==> src/hw/rtl/sleep_wakeup_alarm_queue_core_macros.svh <==
// assertion macros for the sleep/wakeup alarm queue
// used by the core top level; needs no other file
`ifndef SLEEP_WAKEUP_ALARM_QUEUE_CORE_MACROS_SVH
`define SLEEP_WAKEUP_ALARM_QUEUE_CORE_MACROS_SVH
`ifndef SYNTHESIS
`define SWA_AST_IMPL(label, ante, cons) \
    label: assert property (@(posedge i_clk) disable iff (!i_rst_n) (ante) |-> (cons)) \
        else $error("assertion failed");
`define SWA_AST_NEXT(label, ante, cons) \
    label: assert property (@(posedge i_clk) disable iff (!i_rst_n) (ante) |=> (cons)) \
        else $error("assertion failed");
`else
`define SWA_AST_IMPL(label, ante, cons)
`define SWA_AST_NEXT(label, ante, cons)
`endif
`endif

==> src/hw/rtl/swa_pkg.sv <==
// shared types and constants of the sleep/wakeup alarm queue
// no dependencies
package swa_pkg;
    localparam int SLOTS       = 16;
    localparam int MAX_RES     = 16;
    localparam int IDX_W       = (SLOTS > 1) ? $clog2(SLOTS) : 1;
    localparam int CNT_W       = $clog2(SLOTS + 1);
    localparam int WB_IDX_W    = (MAX_RES > 1) ? $clog2(MAX_RES) : 1;
    localparam int NW_W        = $clog2(MAX_RES + 1);
    localparam int TICK_W      = 63;
    localparam int TID_W       = 8;

    localparam logic [TICK_W-1:0] TICK_MAX = '1;

    localparam logic OP_SLEEP = 1'b0;
    localparam logic OP_TICK  = 1'b1;

    localparam logic [2:0] ST_STORED = 3'd0;
    localparam logic [2:0] ST_FULL   = 3'd1;
    localparam logic [2:0] ST_IDLE   = 3'd2;
    localparam logic [2:0] ST_WOKEN  = 3'd3;
    localparam logic [2:0] ST_NONE   = 3'd4;

    typedef struct packed {
        logic              operation;
        logic [TID_W-1:0]  thread_id;
        logic [TICK_W-1:0] tick_value;
    } t_in;

    typedef struct packed {
        logic [2:0]        status;
        logic [TID_W-1:0]  woken_thread;
        logic [TICK_W-1:0] next_wakeup;
        logic              last;
    } t_out;

    typedef struct packed {
        logic [TID_W-1:0]  thread;
        logic [TICK_W-1:0] wake_tick;
    } t_entry;
endpackage

==> src/hw/rtl/sleep_wakeup_alarm_queue_core.sv <==
// top level of the sleep/wakeup alarm queue: control, scan and result path
// depends on swa_pkg, swa_entry_mem, swa_wake_mem and the assertion macros
//
// channel    signals                   transfer
// command    start, busy, i_cmd        start high and busy low at a clock edge
// result     o_strobe, o_result        o_strobe high for one cycle, always taken
// config     i_cfg_we, i_cfg_data      i_cfg_we high at a clock edge
//
// sleep: result in the cycle after the transfer, busy stays low, next command any cycle
// tick: busy while the entries are scanned, then while the woken ids are sent if any are due;
//   one entry per cycle through the single read port of the entry memory, then one woken
//   id per cycle from the buffer
// reset: synchronous, no clearing pass; the receiver cannot stall
`include "sleep_wakeup_alarm_queue_core_macros.svh"

module sleep_wakeup_alarm_queue_core
    import swa_pkg::*;
(
    input  logic             i_clk,
    input  logic             i_rst_n,
    input  logic             start,
    output logic             busy,
    input  t_in              i_cmd,
    output logic             o_strobe,
    output t_out             o_result,
    input  logic             i_cfg_we,
    input  logic [TID_W-1:0] i_cfg_data
);
    localparam logic [1:0] S_IDLE = 2'd0;
    localparam logic [1:0] S_SCAN = 2'd1;
    localparam logic [1:0] S_EMIT = 2'd2;

    logic [1:0]        r_state, n_state;
    logic [CNT_W-1:0]  r_count, n_count;
    logic [TICK_W-1:0] r_earliest, n_earliest;
    logic [TID_W-1:0]  r_idle_id, n_idle_id;
    logic              r_strobe, n_strobe;
    logic              r_pend, n_pend;
    logic              r_opend, n_opend;
    logic [CNT_W-1:0]  r_rd_idx, n_rd_idx;
    logic [CNT_W-1:0]  r_keep, n_keep;
    logic [NW_W-1:0]   r_nwoken, n_nwoken;
    logic [NW_W-1:0]   r_out_idx, n_out_idx;
    logic              r_olast, n_olast;
    logic [TICK_W-1:0] r_tick, n_tick;
    logic [TICK_W-1:0] r_least, n_least;
    t_out              r_res, n_res;

    logic              accept;
    logic              rd_issue;
    logic              due;
    logic              wb_issue;
    logic              ent_we;
    logic [IDX_W-1:0]  ent_waddr;
    t_entry            ent_wdata;
    t_entry            ent_rdata;
    logic              wb_we;
    logic [TID_W-1:0]  wb_rdata;

    assign busy     = (r_state != S_IDLE);
    assign accept   = start && !busy;
    assign rd_issue = (r_state == S_SCAN) && (r_rd_idx < r_count);
    assign due      = r_pend && (ent_rdata.wake_tick <= r_tick)
                      && (r_nwoken < NW_W'(MAX_RES));
    assign wb_issue = (r_state == S_EMIT) && (r_out_idx < r_nwoken);
    assign wb_we    = due;

    always_comb begin
        n_state    = r_state;
        n_count    = r_count;
        n_earliest = r_earliest;
        n_idle_id  = i_cfg_we ? i_cfg_data : r_idle_id;
        n_strobe   = 1'b0;
        n_pend     = rd_issue;
        n_opend    = wb_issue;
        n_rd_idx   = rd_issue ? r_rd_idx + CNT_W'(1) : r_rd_idx;
        n_keep     = r_keep;
        n_nwoken   = r_nwoken;
        n_out_idx  = wb_issue ? r_out_idx + NW_W'(1) : r_out_idx;
        n_olast    = (r_out_idx == r_nwoken - NW_W'(1));
        n_tick     = r_tick;
        n_least    = r_least;
        n_res      = r_res;
        ent_we     = 1'b0;
        ent_waddr  = r_keep[IDX_W-1:0];
        ent_wdata  = ent_rdata;

        case (r_state)
            S_IDLE: begin
                if (accept) begin
                    n_res.woken_thread = '0;
                    n_res.last         = 1'b1;
                    if (i_cmd.operation == OP_TICK) begin
                        n_state  = S_SCAN;
                        n_tick   = i_cmd.tick_value;
                        n_rd_idx = '0;
                        n_keep   = '0;
                        n_nwoken = '0;
                        n_least  = TICK_MAX;
                    end else if (i_cmd.thread_id == r_idle_id) begin
                        n_strobe          = 1'b1;
                        n_res.status      = ST_IDLE;
                        n_res.next_wakeup = r_earliest;
                    end else if (r_count >= CNT_W'(SLOTS)) begin
                        n_strobe          = 1'b1;
                        n_res.status      = ST_FULL;
                        n_res.next_wakeup = r_earliest;
                    end else begin
                        ent_we              = 1'b1;
                        ent_waddr           = r_count[IDX_W-1:0];
                        ent_wdata.thread    = i_cmd.thread_id;
                        ent_wdata.wake_tick = i_cmd.tick_value;
                        n_count             = r_count + CNT_W'(1);
                        if (i_cmd.tick_value < r_earliest) begin
                            n_earliest = i_cmd.tick_value;
                        end
                        n_strobe          = 1'b1;
                        n_res.status      = ST_STORED;
                        n_res.next_wakeup = n_earliest;
                    end
                end
            end
            S_SCAN: begin
                if (due) begin
                    n_nwoken = r_nwoken + NW_W'(1);
                end else if (r_pend) begin
                    ent_we = 1'b1;
                    n_keep = r_keep + CNT_W'(1);
                    if (ent_rdata.wake_tick < r_least) begin
                        n_least = ent_rdata.wake_tick;
                    end
                end
                if (!rd_issue && !r_pend) begin
                    n_count    = r_keep;
                    n_earliest = r_least;
                    n_out_idx  = '0;
                    if (r_nwoken == '0) begin
                        n_state           = S_IDLE;
                        n_strobe          = 1'b1;
                        n_res.status      = ST_NONE;
                        n_res.woken_thread = '0;
                        n_res.next_wakeup = r_least;
                        n_res.last        = 1'b1;
                    end else begin
                        n_state = S_EMIT;
                    end
                end
            end
            S_EMIT: begin
                if (r_opend) begin
                    n_strobe           = 1'b1;
                    n_res.status       = ST_WOKEN;
                    n_res.woken_thread = wb_rdata;
                    n_res.next_wakeup  = r_earliest;
                    n_res.last         = r_olast;
                end
                if (!wb_issue && !r_opend) begin
                    n_state = S_IDLE;
                end
            end
            default: begin
                n_state = S_IDLE;
            end
        endcase
    end

    always_ff @(posedge i_clk) begin
        if (!i_rst_n) begin
            r_state    <= S_IDLE;
            r_count    <= '0;
            r_earliest <= TICK_MAX;
            r_idle_id  <= '0;
            r_strobe   <= 1'b0;
            r_pend     <= 1'b0;
            r_opend    <= 1'b0;
        end else begin
            r_state    <= n_state;
            r_count    <= n_count;
            r_earliest <= n_earliest;
            r_idle_id  <= n_idle_id;
            r_strobe   <= n_strobe;
            r_pend     <= n_pend;
            r_opend    <= n_opend;
        end
    end

    always_ff @(posedge i_clk) begin
        r_rd_idx  <= n_rd_idx;
        r_keep    <= n_keep;
        r_nwoken  <= n_nwoken;
        r_out_idx <= n_out_idx;
        r_olast   <= n_olast;
        r_tick    <= n_tick;
        r_least   <= n_least;
        r_res     <= n_res;
    end

    swa_entry_mem u_entry_mem (
        .i_clk   (i_clk),
        .i_we    (ent_we),
        .i_waddr (ent_waddr),
        .i_wdata (ent_wdata),
        .i_raddr (r_rd_idx[IDX_W-1:0]),
        .o_rdata (ent_rdata)
    );

    swa_wake_mem u_wake_mem (
        .i_clk   (i_clk),
        .i_we    (wb_we),
        .i_waddr (r_nwoken[WB_IDX_W-1:0]),
        .i_wdata (ent_rdata.thread),
        .i_raddr (r_out_idx[WB_IDX_W-1:0]),
        .o_rdata (wb_rdata)
    );

    assign o_strobe = r_strobe;
    assign o_result = r_res;

    `SWA_AST_IMPL(a_no_strobe_in_scan, r_state == S_SCAN, !o_strobe)
    `SWA_AST_IMPL(a_count_in_range, 1'b1, r_count <= CNT_W'(SLOTS))
    `SWA_AST_IMPL(a_keep_behind_read, r_state == S_SCAN, r_keep <= r_rd_idx)
    `SWA_AST_NEXT(a_tick_goes_busy, accept && (i_cmd.operation == OP_TICK), busy)
    `SWA_AST_NEXT(a_sleep_one_result, accept && (i_cmd.operation == OP_SLEEP), o_strobe && o_result.last)
endmodule

==> src/hw/rtl/swa_entry_mem.sv <==
// entry store: thread id and wake tick per slot, one write and one read port
// depends on swa_pkg
module swa_entry_mem
    import swa_pkg::*;
(
    input  logic             i_clk,
    input  logic             i_we,
    input  logic [IDX_W-1:0] i_waddr,
    input  t_entry           i_wdata,
    input  logic [IDX_W-1:0] i_raddr,
    output t_entry           o_rdata
);
    t_entry r_mem [SLOTS];
    t_entry r_rdata;

    always_ff @(posedge i_clk) begin
        if (i_we) begin
            r_mem[i_waddr] <= i_wdata;
        end
        r_rdata <= r_mem[i_raddr];
    end

    assign o_rdata = r_rdata;
endmodule

==> src/hw/rtl/swa_wake_mem.sv <==
// buffer of woken thread ids collected during a tick scan
// depends on swa_pkg
module swa_wake_mem
    import swa_pkg::*;
(
    input  logic                i_clk,
    input  logic                i_we,
    input  logic [WB_IDX_W-1:0] i_waddr,
    input  logic [TID_W-1:0]    i_wdata,
    input  logic [WB_IDX_W-1:0] i_raddr,
    output logic [TID_W-1:0]    o_rdata
);
    logic [TID_W-1:0] r_mem [MAX_RES];
    logic [TID_W-1:0] r_rdata;

    always_ff @(posedge i_clk) begin
        if (i_we) begin
            r_mem[i_waddr] <= i_wdata;
        end
        r_rdata <= r_mem[i_raddr];
    end

    assign o_rdata = r_rdata;
endmodule
==> config.mk <==
export PLATFORM = sky130hd
export DESIGN_NAME = sleep_wakeup_alarm_queue_core
export DESIGN_NICKNAME = d
export VERILOG_FILES = /design/src/hw/rtl/swa_pkg.sv /design/src/hw/rtl/sleep_wakeup_alarm_queue_core.sv /design/src/hw/rtl/swa_entry_mem.sv /design/src/hw/rtl/swa_wake_mem.sv
export VERILOG_INCLUDE_DIRS = /design/src /design/src/hw/rtl
export SDC_FILE = /design/constraint.sdc
export NUM_CORES = 2
export LEC_CHECK = 0
export ABC_CLOCK_PERIOD_IN_PS = 10840
export BUFFER_PORTS_ARGS = -buffer_cell sky130_fd_sc_hd__buf_2
export CAP_MARGIN = 30
export CORE_ASPECT_RATIO = 1.75
export CORE_MARGIN = 1.5
export CORE_UTILIZATION = 60
export DETAILED_ROUTE_END_ITERATION = 10
export HOLD_SLACK_MARGIN = 0.12
export PLACE_DENSITY_LB_ADDON = 0.3
export SLEW_MARGIN = 25
export SYNTH_ARGS = -nofsm -noshare
export SYNTH_HDL_FRONTEND = slang
export SYNTH_SLANG_ARGS = --single-unit
==> constraint.sdc <==
create_clock -name i_clk -period 10.84 [get_ports i_clk]
set_input_delay 1.626 -clock i_clk [delete_from_list [all_inputs] [get_ports i_clk]]
set_output_delay 1.626 -clock i_clk [all_outputs]
set_load 0.005 [all_outputs]
# [Word-level counts from Yosys, hierarchy flattened]
# Memories as Yosys holds them, arrays and structs flattened. A register that Yosys moved wholly into a read port is not among the register bits.
# Index checks and enable logic that the tools add are counted.
[op_classes] eq_ne=17 n_mux=74 n_lt_le_gt_ge=7 reduce_logical=26 add_sub_neg=6
[ops] op="two-way mux 63 bit" count=11
[ops] op="two-way mux 71 bit" count=5
[ops] op="two-way mux 75 bit" count=4
[ops] op="one-hot mux 63 bit (2 select lines)" count=2
[ops] op="one-hot mux 75 bit (3 select lines)" count=1
[ops] op="< comparator 63 bit" count=2
[ops] op="two-way mux 5 bit" count=17
[ops] op="<= comparator 63 bit" count=1
[ops] op="one-hot mux 5 bit (2 select lines)" count=3
[ops] op="adder 5 x 1 -> 5 bit (second input constant)" count=5
[ops] op="two-way mux 4 bit" count=5
[ops] op="!= test 2 bit (second input constant)" count=9
[ops] op="AND reduction 6 bit" count=3
[ops] op="two-way mux 1 bit" count=16
[ops] op="two-way mux 2 bit" count=6
[ops] op="AND reduction 4 bit" count=3
[ops] op="< comparator 5 bit" count=2
[ops] op="AND reduction 5 bit" count=2
[ops] op="== test 8 bit" count=1
[ops] op="!= test 2 x 1 -> 1 bit (second input constant)" count=4
[ops] op="logical AND 1 bit" count=7
[ops] op="one-hot mux 2 bit (3 select lines)" count=1
[ops] op="== test 5 bit" count=1
[ops] op="greater-or-equal comparator 5 bit (second input constant)" count=1
[ops] op="other kinds (13)" count=18
[totals] reg_bits=303 in_bits=84 memories=2 mem_bits_rw=1264 out_inout_bits=77 elab_cells=150
[memory_table] memory="u_entry_mem.r_mem" words=16 width=71 rd=1 rd_clocked_by_memory_dff=1 wr=1 line="swa_entry_mem.sv:13" text="t_entry r_mem [SLOTS];"
[memory_table] memory="u_wake_mem.r_mem" words=16 width=8 rd=1 rd_clocked_by_memory_dff=1 wr=1 line="swa_wake_mem.sv:13" text="logic [TID_W-1:0] r_mem [MAX_RES];"

# [Longest topological paths before layout]
[logic_depth] depth_word=8 ltp_mapped=12 depth_no_buf=10

# [Hierarchy]
# From an unflattened synthesis, not the netlist that was laid out.
[unflattened] cells_unflattened=3833 hier_area_um2=67636.1
[by_module_without_submodules] mod="swa_entry_mem" area_each_um2=43914.6 seq_area_each_um2=35534.1 instances=1 cells_per_inst=1826
[by_module_without_submodules] mod="sleep_wakeup_alarm_queue_core" area_each_um2=18574.1 seq_area_each_um2=8177.8 instances=1 cells_per_inst=1778
[by_module_without_submodules] mod="swa_wake_mem" area_each_um2=5147.4 seq_area_each_um2=4003.8 instances=1 cells_per_inst=229

# [Least setup slack after synthesis]
# No wires, ideal clock.
[synth_path] kind="input to register" start="in i_cmd[71] in the netlist's numbering" end="reg r_least[0], enable pin" setup_ns=0.581 t_arrival_ns=8.254 stages=5 slack_ns=2.006 path_buffers=0 required_ns=10.259 cell_sequence="nand3_1 inv_1 or2_2 nand3_1 o32ai_1"
[synth_via] elab_chain_len=2
[synth_rtl] element="from (decl)" line="sleep_wakeup_alarm_queue_core.sv:23" text="input t_in i_cmd,"
[synth_rtl] element="!= test 2 bit (no source line)"
[synth_rtl] element="AND reduction 6 bit (no source line)"
[synth_rtl] element="to (signal assigned)" line="sleep_wakeup_alarm_queue_core.sv:194" text="r_least <= n_least;"
[synth_rtl] element="to (decl)" line="sleep_wakeup_alarm_queue_core.sv:46" text="logic [TICK_W-1:0] r_least, n_least;"
# No other way between the ends.
# A chain may end at the register's enable or synchronous reset.

# [Final worst setup path]
[layout_path] start="in i_cmd[65] in the netlist's numbering" end="mem u_entry_mem.r_mem[4][44] in the netlist's numbering, enable pin"
[layout_via] elab_chain_len=7 word_cells_on_any_way=11 classes_between="1 x eq/ne; 10 x mux"
[layout_rtl] element="== test 8 bit *" line="sleep_wakeup_alarm_queue_core.sv:100" text="end else if (i_cmd.thread_id == r_idle_id) begin"
[layout_rtl] element="two-way mux 1 bit" line="sleep_wakeup_alarm_queue_core.sv:100"
[layout_rtl] element="two-way mux 1 bit" line="sleep_wakeup_alarm_queue_core.sv:93" text="if (i_cmd.operation == OP_TICK) begin"
[layout_rtl] element="two-way mux 1 bit" line="sleep_wakeup_alarm_queue_core.sv:90" text="if (accept) begin"
[layout_rtl] element="one-hot mux 1 bit (2 select lines)" line="sleep_wakeup_alarm_queue_core.sv:88" text="case (r_state)"
[layout_rtl] element="two-way mux 1 bit" line="swa_entry_mem.sv:17" text="if (i_we) begin"
[layout_rtl] element="two-way mux 1 bit (not written as such)" line="swa_entry_mem.sv:18" text="r_mem[i_waddr] <= i_wdata;"
[layout_rtl] element="to (decl)" line="swa_entry_mem.sv:13"
# Mark *: on every way between the ends. The rest lies on a longest branch, timed or not.

==> summary.txt <==
Die
  • Row count: 164
  • Boundary Pins: 161
  • Chip width: 259 um
  • DIE AREA: 116000 um^2
  • Core Box Area: 114000 um^2
  • Initial core utilization: 0.603
  • Die H: 450 um

Timing
  • Fmax: 162 MHz
  • Tcrit/Tclk final: 0.570
  • Final Slew Violations: 0
  • Clock Skews: 36.4 ps
  • Hold violation total from the final report: 0
  • RSZ-0062 raised after global routing: no
  • Slew @ Worst Pin: 1110 ps
  • Final worst path period need: 6180 ps
  • Final setup vio count: 0
  • Rel. slew slack: 0.257
  • Hold Slack: 518 ps
  • Setup TNS: 0 ps

Synthesis
  • Post-Syn Area per Cell: 17.9 um^2
  • Ys async rst share: 0
  • Seq cells post-synth: 1646
  • Mapped Nets: 4137
  • YS warnings: 0
  • Synthesized cell area: 68600 um^2
  • Top post-synthesis cells by area: edfxtp_1 65%, mux4_2 13%, dfxtp_1 5.0%, ha_1 3.8%, a21oi_1 1.4%
  • Post-Synthesis Cells: 3843
  • Distinct cells, synth: 74
  • Main synth FF type: edfxtp_1
  • Area leader, netlist: edfxtp_1
  • Top-area cell type share of the netlist area: 0.646
  • EDFF count, synth: 1475
  • Sequential share of the synthesized area: 0.696

Finish
  • Share of layout cells above drive strength 1: 0.249
  • Area grow syn2layout: 11.5%
  • Cell area after layout: 76500 um^2
  • Layout net count: 4316
  • Fin util: 0.673

Clocking
  • CTS Buffer Depth: 3
  • Post-CTS resize count: 0
  • Setup bufs post-CTS: 0
  • CTS H-tree lvls: 4
  • Clock transition at path regs: 60 ps
  • Clock Latency Late Sink: 780 ps
  • CTS Buf Count: 142
  • Root Buffer: clkbuf_16
  • # clock sinks: 1646
  • Hold Buf Count CTS: 0
  • CTS tree: yes

Setup path
  • FF-to-FF path depth: 9
  • Req. time, crit path: 11230 ps
  • Slowest-stage cell, CP: buf_4
  • CP arrival: 6560 ps
  • Crit start category: primary input
  • Critical path's largest stage delay: 860 ps
  • Crit-path max FO: 52
  • CP endpoint kind: flop
  • Critical path class: primary input to flop
  • Critical-path cell list: buf_2 -> xor2_1 -> nor4_1 -> buf_2 -> a21oi_1 -> and2_4 -> buf_4 -> a32oi_1 -> nor2_4 -> buf_4

Route
  • Vias: 38.6k
  • Routed wire length: 183000 um
  • Vias per cell: 6.83
  • Pre-antenna DRT Iters: 7
  • DRC Markers: 0
  • 1st-iter DRT viols: 5004
  • Post-DRT Antenna Nets: 0
  • Wire per inst: 32.5 um

Power and ir drop
  • Total power: 20.0 mW
  • Pleak: 26.6 nW
  • Power density over the cells: 261 nW/um^2
  • Peak VDD IR: 195 uV

Run status
  • Status: completed

Worst hold path
  • Worst hold path class: flop to flop
  • Worst hold stages: 2

GRT
  • GRT Resource Usage Total: 0.317
  • Largest net degree at the start of global routing: 92
  • First-pass GRT wire length: 264000 um
  • Vias in the first global route: 39.2k
  • Initial antenna violation count: 11
  • GR Overflow Total: 0

Place
  • Gpl congestion: 0.873
  • DP HPWL: 112000 um
  • Port-buffer cells: 160
  • Placed inst area: 71400 um^2

Job
  • Max cap viols: 0
cell families (layout without fill, tap and decap cells):
family	after synthesis	in the layout	share of synthesized area
xor+xnor	26	26	0.00332
flops	1646	1646	0.696
simple gates	473	473	0.0339
other cells	0	5	0
buf+inv	431	732	0.0259
compound gates	581	581	0.0602
fa+ha+maj	210	210	0.0383
mux	476	476	0.143
per-layer routing:
| layer | track usage | part of all wire |
|---|---|---|
| met1 | 0.390 | 0.34 |
| met2 | 0.551 | 0.53 |
| met3 | 0.0477 | 0.081 |
| met4 | 0.150 | 0.049 |
| met5 | 0 | 0.00019 |
layout by cell type, fill, tap and decap left out, drive strengths merged, types with 15 or more instances in the layout:
cell type	n
a22oi	64
nand2	123
nor2	136
o21ai	32
mux2	71
nand2b	73
bufinv	15
a41o	62
clkbuf	187
a21oi	200
ha	210
dfxtp	171
mux4	395
inv	221
nand3	22
and2	19
xor2	18
a221oi	68
buf	254
a31oi	70
clkinv	46
nand4	35
nor3	16
a21o	31
edfxtp	1475
sequential cells by signal, summed over array words and instances (netlist names), 8 cells and up:
register,count
r_least,63
u_wake_mem.o_rdata,8
r_idle_id,8
u_entry_mem.o_rdata,71
u_wake_mem.r_mem,128
u_entry_mem.r_mem,1136
o_result,75
r_tick,63
r_earliest,63
cell type report:
cell class / instances / area, um^2
Sequential cell: 1646 / 47700
Fill cell: 7177 / 37200
Multi-Input combinational cell: 1766 / 19400
Clock buffer: 187 / 3880
Timing Repair Buffer: 254 / 1930
Tap cell: 1494 / 1870
Clock inverter: 79 / 913
Inverter: 212 / 800
Antenna cell: 5 / 12.5
final timing paths:
check / from / end / slack, ps
setup / recovery: i_cmd[65] / u_entry_mem.r_mem[4][44] / 4660
setup reg to reg: r_idle_id[2] / u_entry_mem.r_mem[4][44] / 5250
hold / removal: r_idle_id[3] / r_idle_id[3] / 520
hold reg to reg: r_idle_id[3] / r_idle_id[3] / 520
cells in the mapped netlist (all sizes together), types with 5 or more instances:
cell type,count
a211oi,7
a21o,31
a21oi,200
a221oi,68
a22oi,64
a31oi,70
a41o,62
and2,19
and4,5
buf,70
clkbuf,149
dfxtp,171
edfxtp,1475
ha,210
inv,211
mux2,71
mux2i,10
mux4,395
nand2,123
nand2b,73
nand3,22
nand4,35
nor2,136
nor2b,14
nor3,16
nor3b,6
nor4,10
o21a,7
o21ai,32
xnor2,8
xor2,18
where the power goes:
group	internal (mW)	switching [mW]
registers	8.47	0.660
logic	2.08	3.51
clock network	2.92	2.36
total	13.5	6.53
worst max-delay path: cells and delay by family:
family	cells	cell delay (ps)
AOI/OAI and AO/OA	2	1060
xor gates and xnor gates	1	260
buffers and inverters	4	1820
and+or+nand+nor	3	1630
metrics by stage:
step           setup slack (ps)  cells
2_1_floorplan              2010   3843
3_5_place_dp               3810   5360
6_report                   4660   5643
3_3_place_gp               3750   5335
5_1_grt                    4460   5640
4_1_cts                    4580   5626
Power figures use the tool's default switching activity.
